## src/hw/rtl/bdq_pkg.sv

```systemverilog
// Package for the bounded deque core: operation and status codes, payload
// structs, and the command/status structs between controller and datapath.
// No dependencies.
package bdq_pkg;

    // Default ring depth.
    localparam int DQ_CAPACITY = 16;

    // Operation codes carried in the op field.
    localparam logic [2:0] OP_PUSH_FRONT = 3'd0;
    localparam logic [2:0] OP_PUSH_BACK  = 3'd1;
    localparam logic [2:0] OP_POP_FRONT  = 3'd2;
    localparam logic [2:0] OP_POP_BACK   = 3'd3;
    localparam logic [2:0] OP_PEEK_FRONT = 3'd4;
    localparam logic [2:0] OP_PEEK_BACK  = 3'd5;
    localparam logic [2:0] OP_CLEAR      = 3'd6;

    // Result status codes.
    localparam logic [1:0] ST_OK    = 2'd0;
    localparam logic [1:0] ST_EMPTY = 2'd1;
    localparam logic [1:0] ST_FULL  = 2'd2;

    // One input word.
    typedef struct packed {
        logic [2:0]         op;
        logic signed [31:0] value;
    } t_dq_in;

    // One result word.
    typedef struct packed {
        logic signed [31:0] data;
        logic [1:0]         status;
        logic [4:0]         occupancy;
    } t_dq_out;

    // Action issued by the controller to the datapath.
    typedef struct packed {
        logic ins_front;
        logic ins_back;
        logic rem_front;
        logic rem_back;
        logic peek_front;
        logic peek_back;
        logic clear;
    } t_dq_cmd;

    // Fill status reported by the datapath.
    typedef struct packed {
        logic empty;
        logic full;
    } t_dq_stat;

endpackage

```

## src/hw/rtl/bdq_ctrl.sv

```systemverilog
// Controller of the bounded deque: decodes the operation against the fill
// status, issues the datapath action and strobes the result.
// Depends on bdq_pkg.
module bdq_ctrl (
    input  logic              i_clk,
    input  logic              i_rst_n,
    input  logic              i_start,
    input  logic [2:0]        i_op,
    input  bdq_pkg::t_dq_stat i_stat,
    output bdq_pkg::t_dq_cmd  o_cmd,
    output logic              o_busy,
    output logic              o_done,
    output logic [1:0]        o_status
);
    import bdq_pkg::*;

    typedef enum logic {
        S_IDLE,
        S_RESP
    } t_state;

    t_state     r_state;
    logic       r_done;
    logic [1:0] r_status;
    logic       w_accept;
    t_dq_cmd    w_cmd;
    logic [1:0] w_status;

    // A word is taken only while no result is pending.
    assign o_busy   = (r_state == S_RESP);
    assign w_accept = i_start && !o_busy;

    // Decode the operation; full and empty cases turn into no action.
    always_comb begin
        w_cmd    = '0;
        w_status = ST_OK;
        unique case (i_op) inside
            OP_PUSH_FRONT, OP_PUSH_BACK: begin
                if (i_stat.full) begin
                    w_status = ST_FULL;
                end else begin
                    w_cmd.ins_front = (i_op == OP_PUSH_FRONT);
                    w_cmd.ins_back  = (i_op == OP_PUSH_BACK);
                end
            end
            OP_POP_FRONT, OP_POP_BACK, OP_PEEK_FRONT, OP_PEEK_BACK: begin
                if (i_stat.empty) begin
                    w_status = ST_EMPTY;
                end else begin
                    w_cmd.rem_front  = (i_op == OP_POP_FRONT);
                    w_cmd.rem_back   = (i_op == OP_POP_BACK);
                    w_cmd.peek_front = (i_op == OP_PEEK_FRONT);
                    w_cmd.peek_back  = (i_op == OP_PEEK_BACK);
                end
            end
            OP_CLEAR: begin
                w_cmd.clear = 1'b1;
            end
            default: begin
                w_cmd = '0;
            end
        endcase
    end

    // Actions fire only on an accepted word.
    assign o_cmd = w_accept ? w_cmd : '0;

    // State and the registered result strobe and status.
    always_ff @(posedge i_clk) begin
        if (!i_rst_n) begin
            r_state  <= S_IDLE;
            r_done   <= 1'b0;
            r_status <= ST_OK;
        end else begin
            unique case (r_state)
                S_IDLE: begin
                    if (w_accept) begin
                        r_state  <= S_RESP;
                        r_done   <= 1'b1;
                        r_status <= w_status;
                    end
                end
                S_RESP: begin
                    r_state <= S_IDLE;
                    r_done  <= 1'b0;
                end
                default: begin
                    r_state <= S_IDLE;
                    r_done  <= 1'b0;
                end
            endcase
        end
    end

    assign o_done   = r_done;
    assign o_status = r_status;

endmodule

```

## src/hw/rtl/bdq_datapath.sv

```systemverilog
// Datapath of the bounded deque: ring memory, front and back indices and
// the word count. Executes one action per command from the controller.
// Depends on bdq_pkg.
module bdq_datapath #(
    parameter int CAPACITY = bdq_pkg::DQ_CAPACITY
) (
    input  logic               i_clk,
    input  logic               i_rst_n,
    input  logic signed [31:0] i_value,
    input  bdq_pkg::t_dq_cmd   i_cmd,
    output bdq_pkg::t_dq_stat  o_stat,
    output logic signed [31:0] o_data,
    output logic [4:0]         o_occupancy
);
    import bdq_pkg::*;

    localparam int IW = (CAPACITY > 1) ? $clog2(CAPACITY) : 1;
    localparam int CW = $clog2(CAPACITY + 1);
    localparam logic [IW-1:0] LAST_IDX = IW'(CAPACITY - 1);
    localparam logic [CW-1:0] FULL_CNT = CW'(CAPACITY);

    logic signed [31:0] r_mem [CAPACITY];
    logic signed [31:0] r_rd_data;
    logic               r_rd_used;
    logic [IW-1:0]      r_front;
    logic [IW-1:0]      r_back;
    logic [CW-1:0]      r_count;

    logic [IW-1:0] w_front_prev;
    logic [IW-1:0] w_front_next;
    logic [IW-1:0] w_back_prev;
    logic [IW-1:0] w_back_next;
    logic          w_we;
    logic          w_re;
    logic [IW-1:0] w_waddr;
    logic [IW-1:0] w_raddr;

    // Ring neighbors of both ends.
    assign w_front_prev = (r_front == '0) ? LAST_IDX : r_front - 1'b1;
    assign w_front_next = (r_front == LAST_IDX) ? '0 : r_front + 1'b1;
    assign w_back_prev  = (r_back == '0) ? LAST_IDX : r_back - 1'b1;
    assign w_back_next  = (r_back == LAST_IDX) ? '0 : r_back + 1'b1;

    // The back index points one past the last word.
    assign w_we    = i_cmd.ins_front || i_cmd.ins_back;
    assign w_waddr = i_cmd.ins_front ? w_front_prev : r_back;
    assign w_re    = i_cmd.rem_front || i_cmd.peek_front
                  || i_cmd.rem_back || i_cmd.peek_back;
    assign w_raddr = (i_cmd.rem_front || i_cmd.peek_front) ? r_front : w_back_prev;

    // Ring memory with registered read.
    always_ff @(posedge i_clk) begin
        if (w_we) begin
            r_mem[w_waddr] <= i_value;
        end
        if (w_re) begin
            r_rd_data <= r_mem[w_raddr];
        end
    end

    // Indices and count.
    always_ff @(posedge i_clk) begin
        if (!i_rst_n) begin
            r_front   <= '0;
            r_back    <= '0;
            r_count   <= '0;
            r_rd_used <= 1'b0;
        end else begin
            r_rd_used <= w_re;
            if (i_cmd.clear) begin
                r_front <= '0;
                r_back  <= '0;
                r_count <= '0;
            end else if (i_cmd.ins_front) begin
                r_front <= w_front_prev;
                r_count <= r_count + 1'b1;
            end else if (i_cmd.ins_back) begin
                r_back  <= w_back_next;
                r_count <= r_count + 1'b1;
            end else if (i_cmd.rem_front) begin
                r_front <= w_front_next;
                r_count <= r_count - 1'b1;
            end else if (i_cmd.rem_back) begin
                r_back  <= w_back_prev;
                r_count <= r_count - 1'b1;
            end
        end
    end

    // Read data shows only in the cycle after a read; every other result reads zero.
    assign o_stat.empty = (r_count == '0);
    assign o_stat.full  = (r_count == FULL_CNT);
    assign o_data       = r_rd_used ? r_rd_data : '0;
    assign o_occupancy  = 5'(r_count);

endmodule

```

## src/hw/rtl/bounded_deque_core.sv

```systemverilog
// Bounded deque core: a word is accepted when start is high and busy is low.
// Its result is strobed on o_done in the next cycle; busy is high in that
// cycle, so no new word is taken while a result is pending. The receiver
// cannot stall. Synchronous reset empties the deque; ring memory contents
// are not cleared.
module bounded_deque_core #(
    parameter int CAPACITY = bdq_pkg::DQ_CAPACITY
) (
    input  logic             i_clk,
    input  logic             i_rst_n,
    input  logic             start,
    input  bdq_pkg::t_dq_in  i_item,
    output logic             busy,
    output logic             o_done,
    output bdq_pkg::t_dq_out o_result
);
    import bdq_pkg::*;

    t_dq_cmd            w_cmd;
    t_dq_stat           w_stat;
    logic signed [31:0] w_data;
    logic [1:0]         w_status;
    logic [4:0]         w_occ;

    // Controller: handshake, decode and result strobe.
    bdq_ctrl u_ctrl (
        .i_clk    (i_clk),
        .i_rst_n  (i_rst_n),
        .i_start  (start),
        .i_op     (i_item.op),
        .i_stat   (w_stat),
        .o_cmd    (w_cmd),
        .o_busy   (busy),
        .o_done   (o_done),
        .o_status (w_status)
    );

    // Datapath: ring memory and pointers.
    bdq_datapath #(
        .CAPACITY (CAPACITY)
    ) u_dp (
        .i_clk       (i_clk),
        .i_rst_n     (i_rst_n),
        .i_value     (i_item.value),
        .i_cmd       (w_cmd),
        .o_stat      (w_stat),
        .o_data      (w_data),
        .o_occupancy (w_occ)
    );

    assign o_result.data      = w_data;
    assign o_result.status    = w_status;
    assign o_result.occupancy = w_occ;

endmodule

```

## config.mk

```make
export PLATFORM = sky130hd
export DESIGN_NAME = bounded_deque_core
export DESIGN_NICKNAME = d
export VERILOG_FILES = /design/src/hw/rtl/bdq_pkg.sv /design/src/hw/rtl/bdq_ctrl.sv /design/src/hw/rtl/bdq_datapath.sv /design/src/hw/rtl/bounded_deque_core.sv
export SDC_FILE = /design/constraint.sdc
export NUM_CORES = 1
export LEC_CHECK = 0
export BUFFER_PORTS_ARGS = -buffer_cell sky130_fd_sc_hd__buf_4
export CAP_MARGIN = 20
export CELL_PAD_IN_SITES_DETAIL_PLACEMENT = 0
export CELL_PAD_IN_SITES_GLOBAL_PLACEMENT = 1
export CORE_MARGIN = 1
export CORE_UTILIZATION = 35
export CTS_CLUSTER_DIAMETER = 200
export DETAILED_ROUTE_END_ITERATION = 16
export PLACE_DENSITY_LB_ADDON = 0.1
export SLEW_MARGIN = 20
export SYNTH_ARGS = -nofsm -noshare
export SYNTH_HDL_FRONTEND = slang
export SYNTH_SLANG_ARGS = --single-unit
```

## constraint.sdc

```tcl
create_clock -name i_clk -period 5.7 [get_ports i_clk]
set_clock_uncertainty 0.2 [all_clocks]
set_input_delay 0.285 -clock i_clk [delete_from_list [all_inputs] [get_ports i_clk]]
set_output_delay 0.285 -clock i_clk [all_outputs]
set_load 0.1 [all_outputs]
```

==> out/qor.yml <==
power.share.combinational_pct: 13.3
fp.dieH_um: 284.4
whs_ps: 29.47
antenna_found_initial: 2
async_reset_ff_share_pct: 0
netlist_area_um2: 27920
wire_per_inst_um: 27.50
swShare_pct: 26.75
worstPathCellList: "inv_1 > ha_1 > nor3b_1 > a2111oi_4 > buf_4 > and2_1 > mux2i_1 > nand2_1 > nor2_4 > buf_4"
ys_seq_elements: 562
clk_latency_ps: 610
io_pins: 79
fmax_ghz: 0.2361
seqPwrFrac_pct: 44.8
p_leak_nw: 10.76
synth_top_area_cell: "edfxtp_1"
tightest_slew_ps: 1048
drt_iter0_drc: 1548
cp.required_ps: 5770
met3_usage_pct: 2.913
fp.dieW_um: 284.4
layout-drive-gt1-share_pct: 13.91
clkPwrFrac_pct: 41.9
start_util_pct: 35.34
maxCapViolations: 0
hold_viol_final: 0
rows: 103
cts_buffers: 69
worst-setup-path-type: "register to register"
hpwl_mm: 53.14
startpoint_type: "register"
drc: 0
cts_setup_buffers: 0
clockRootBuffer: "clkbuf_16"
grt_max_degree: 159
grt_usage_pct: 22.80
avgSynthCellArea_um2: 12.34
wl_mm: 93.56
vias_per_cell: 5.893
synth.distinct_cells: 60
cpPeakStageDelay_ps: 680
drtPass1Iterations: 6
use_met1_pct: 31.56
critPathCaptureType: "register"
fin_tns_setup_ps: 0
outcome: "complete, no violations"
power.internal_w: 0.007605
postRouteAntennaNets: 0
synth_edf_count: 544
grt_pass1_wl_mm: 137.0
setup_viol: 0
post_cts_resized: 0
synth_seq_area_share_pct: 59.80
hold_path.class: "primary input to register"
cpLargestDelayFamily: "simple AND/OR/NAND/NOR gates"
gp_congestion: 0.7992
crit_arrival_ps: 4300
p_per_area_nw_per_um2: 321.4
dieArea_um2: 80900
crit_top_cell: "buf_4"
min_period_over_period_pct: 74.30
htree_levels: 3
crit_path_max_fanout: 19
grt-busiest-layer: "met2"
clockBufferDepth: 3
synthesis.nets: 2309
critPathBufInv: 3
relSlewSlack_pct: 30.10
yosysWarnings: 0
cp_slowest_cell: "nor2_4"
cts_tree: "done"
met2_usage_pct: 37.56
fin_crit_ps: 4235
syn_to_final_growth_pct: 15.70
path_clk_slew_ps: 50
p_sw_w: 0.002777
yosys_most_used_dff: "edfxtp_1"
dr_total_vias: 20048
nets: 2350
synthCells: 2263
io_buffers: 78
fill_cells: 7348
core_area_um2: 79000
slew_violations: 0
clock-sinks: 562
grt_pass1_vias: 19963
synth_top_cells_by_area: "edfxtp_1 59%, mux2i_1 9.3%, a21oi_1 4.6%"
ir_worst_vdd_mv: 0.2061
rsz0062_at_grt: "false"
yosysTopAreaCellShare_pct: 58.51
grt_overflow: 0
synthesized netlist by cell type, types with 31 or more instances:
master and n:
a211oi_1 134, a21oi_1 258, a311o_1 32, and2_1 70
and3_1 33, buf_2 37, clkbuf_1 146, edfxtp_1 544
mux2_2 34, mux2i_1 260, nand3_1 99, nor2b_1 103
o211ai_1 31, o21ai_0 102, o22ai_1 194
sequential cells by signal, indices dropped and copies added (netlist names):
| name | flops |
|---|---|
| u_ctrl.o_busy | 1 |
| u_ctrl.o_done | 1 |
| u_ctrl.o_status | 2 |
| u_dp.o_occupancy | 5 |
| u_dp.r_back | 4 |
| u_dp.r_front | 4 |
| u_dp.r_mem | 512 |
| u_dp.r_rd_data | 32 |
| u_dp.r_rd_used | 1 |
cells by family after synthesis:
logic type / share of synthesized area, %
AOI/OAI and AO/OA: 17.07
DFF: 59.80
and+or+nand+nor: 8.013
muxes: 10.80
buffers and inverters: 3.581
xor gates and xnor gates: 0.3809
adders and majority gates: 0.3585
cells in the final DEF (no fill, tap or decap), types with 14 or more instances in the layout:
cell           count
nor2_4            17
o21ai_0          102
and3_1            33
clkinv_2          16
nand3_1           99
clkinv_1          14
dfxtp_1           15
clkbuf_16         73
nor2b_1          103
a211oi_1         134
o22ai_1          194
nand2_1           14
edfxtp_1         544
nor2_1            14
and2_1            70
a311o_1           32
mux2_2            34
buf_4            145
a21oi_1          258
mux2i_1          260
o211ai_1          31
dlygate4sd3_1     37
path summary, 6_finish.rpt:
kind / from / to / slack, ps / cells after the start
max: u_dp.o_occupancy[0] / u_dp.r_mem[2][11] / 1460 / 10
min: i_item[33] / u_ctrl.o_status[0] / 30 / 4
max reg2reg: u_dp.o_occupancy[0] / u_dp.r_mem[2][11] / 1460 / 10
min reg2reg: u_ctrl.o_status[0] / u_ctrl.o_status[0] / 280 / 2
layer usage:
metal | share of wire (%) | up-vias
li1 | - | 9026
met1 | 45 | 10362
met2 | 48 | 558
met3 | 4.8 | 102
met4 | 2.0 | 0
met5 | 0 | -
worst register-to-register path: cells and delay by family, from the launching register on:
family | cells | cell delay [ps]
adders and majority gates | 1 | 230
muxes | 1 | 300
and+or+nand+nor | 4 | 1570
AOI/OAI and AO/OA | 1 | 360
buffers and inverters | 3 | 790
DFF | 1 | 440
power by group through the flow:
stage	logic, W	clock network, W	registers [W]
after floorplan	0.000824	0	0.00474
after global placement	0.00135	0	0.00473
after detailed placement	0.00137	0	0.00473
after CTS	0.00139	0.00446	0.00465
after global routing	0.00147	0.00460	0.00465
final	0.00138	0.00435	0.00465
per-stage QoR:
step                util, %  worst slack (ps)  power [W]  area [µm²]  cells
finish                40.89              1465    0.01038       32300   3402
global route          40.89              1228    0.01072       32300   3401
CTS                   40.89              1421    0.01050       32300   3401
detailed placement    37.62              1475   0.006101       29720   3246
global placement      37.62              1533   0.006087       29720   3246
floorplan                 -             783.6   0.005561       27920   2263
timing repair:
item | CTS | global route
endpoints found under the hold margin | 518 | 0
hold buffers | 37 | 0
endpoints found under the setup margin | 0 | 0
area by class of cell:
type	count	area, µm²	area share, %
sequential	562	16700	51.71
multi-input combinational	1472	10420	32.26
clock buffer	77	1842	5.702
timing repair buffer	190	1619	5.012
tap	1050	1314	4.067
clock inverter	41	365.4	1.131
inverter	9	33.78	0.1046
antenna	1	2.502	0.007747
Power figures use the tool's default switching activity.
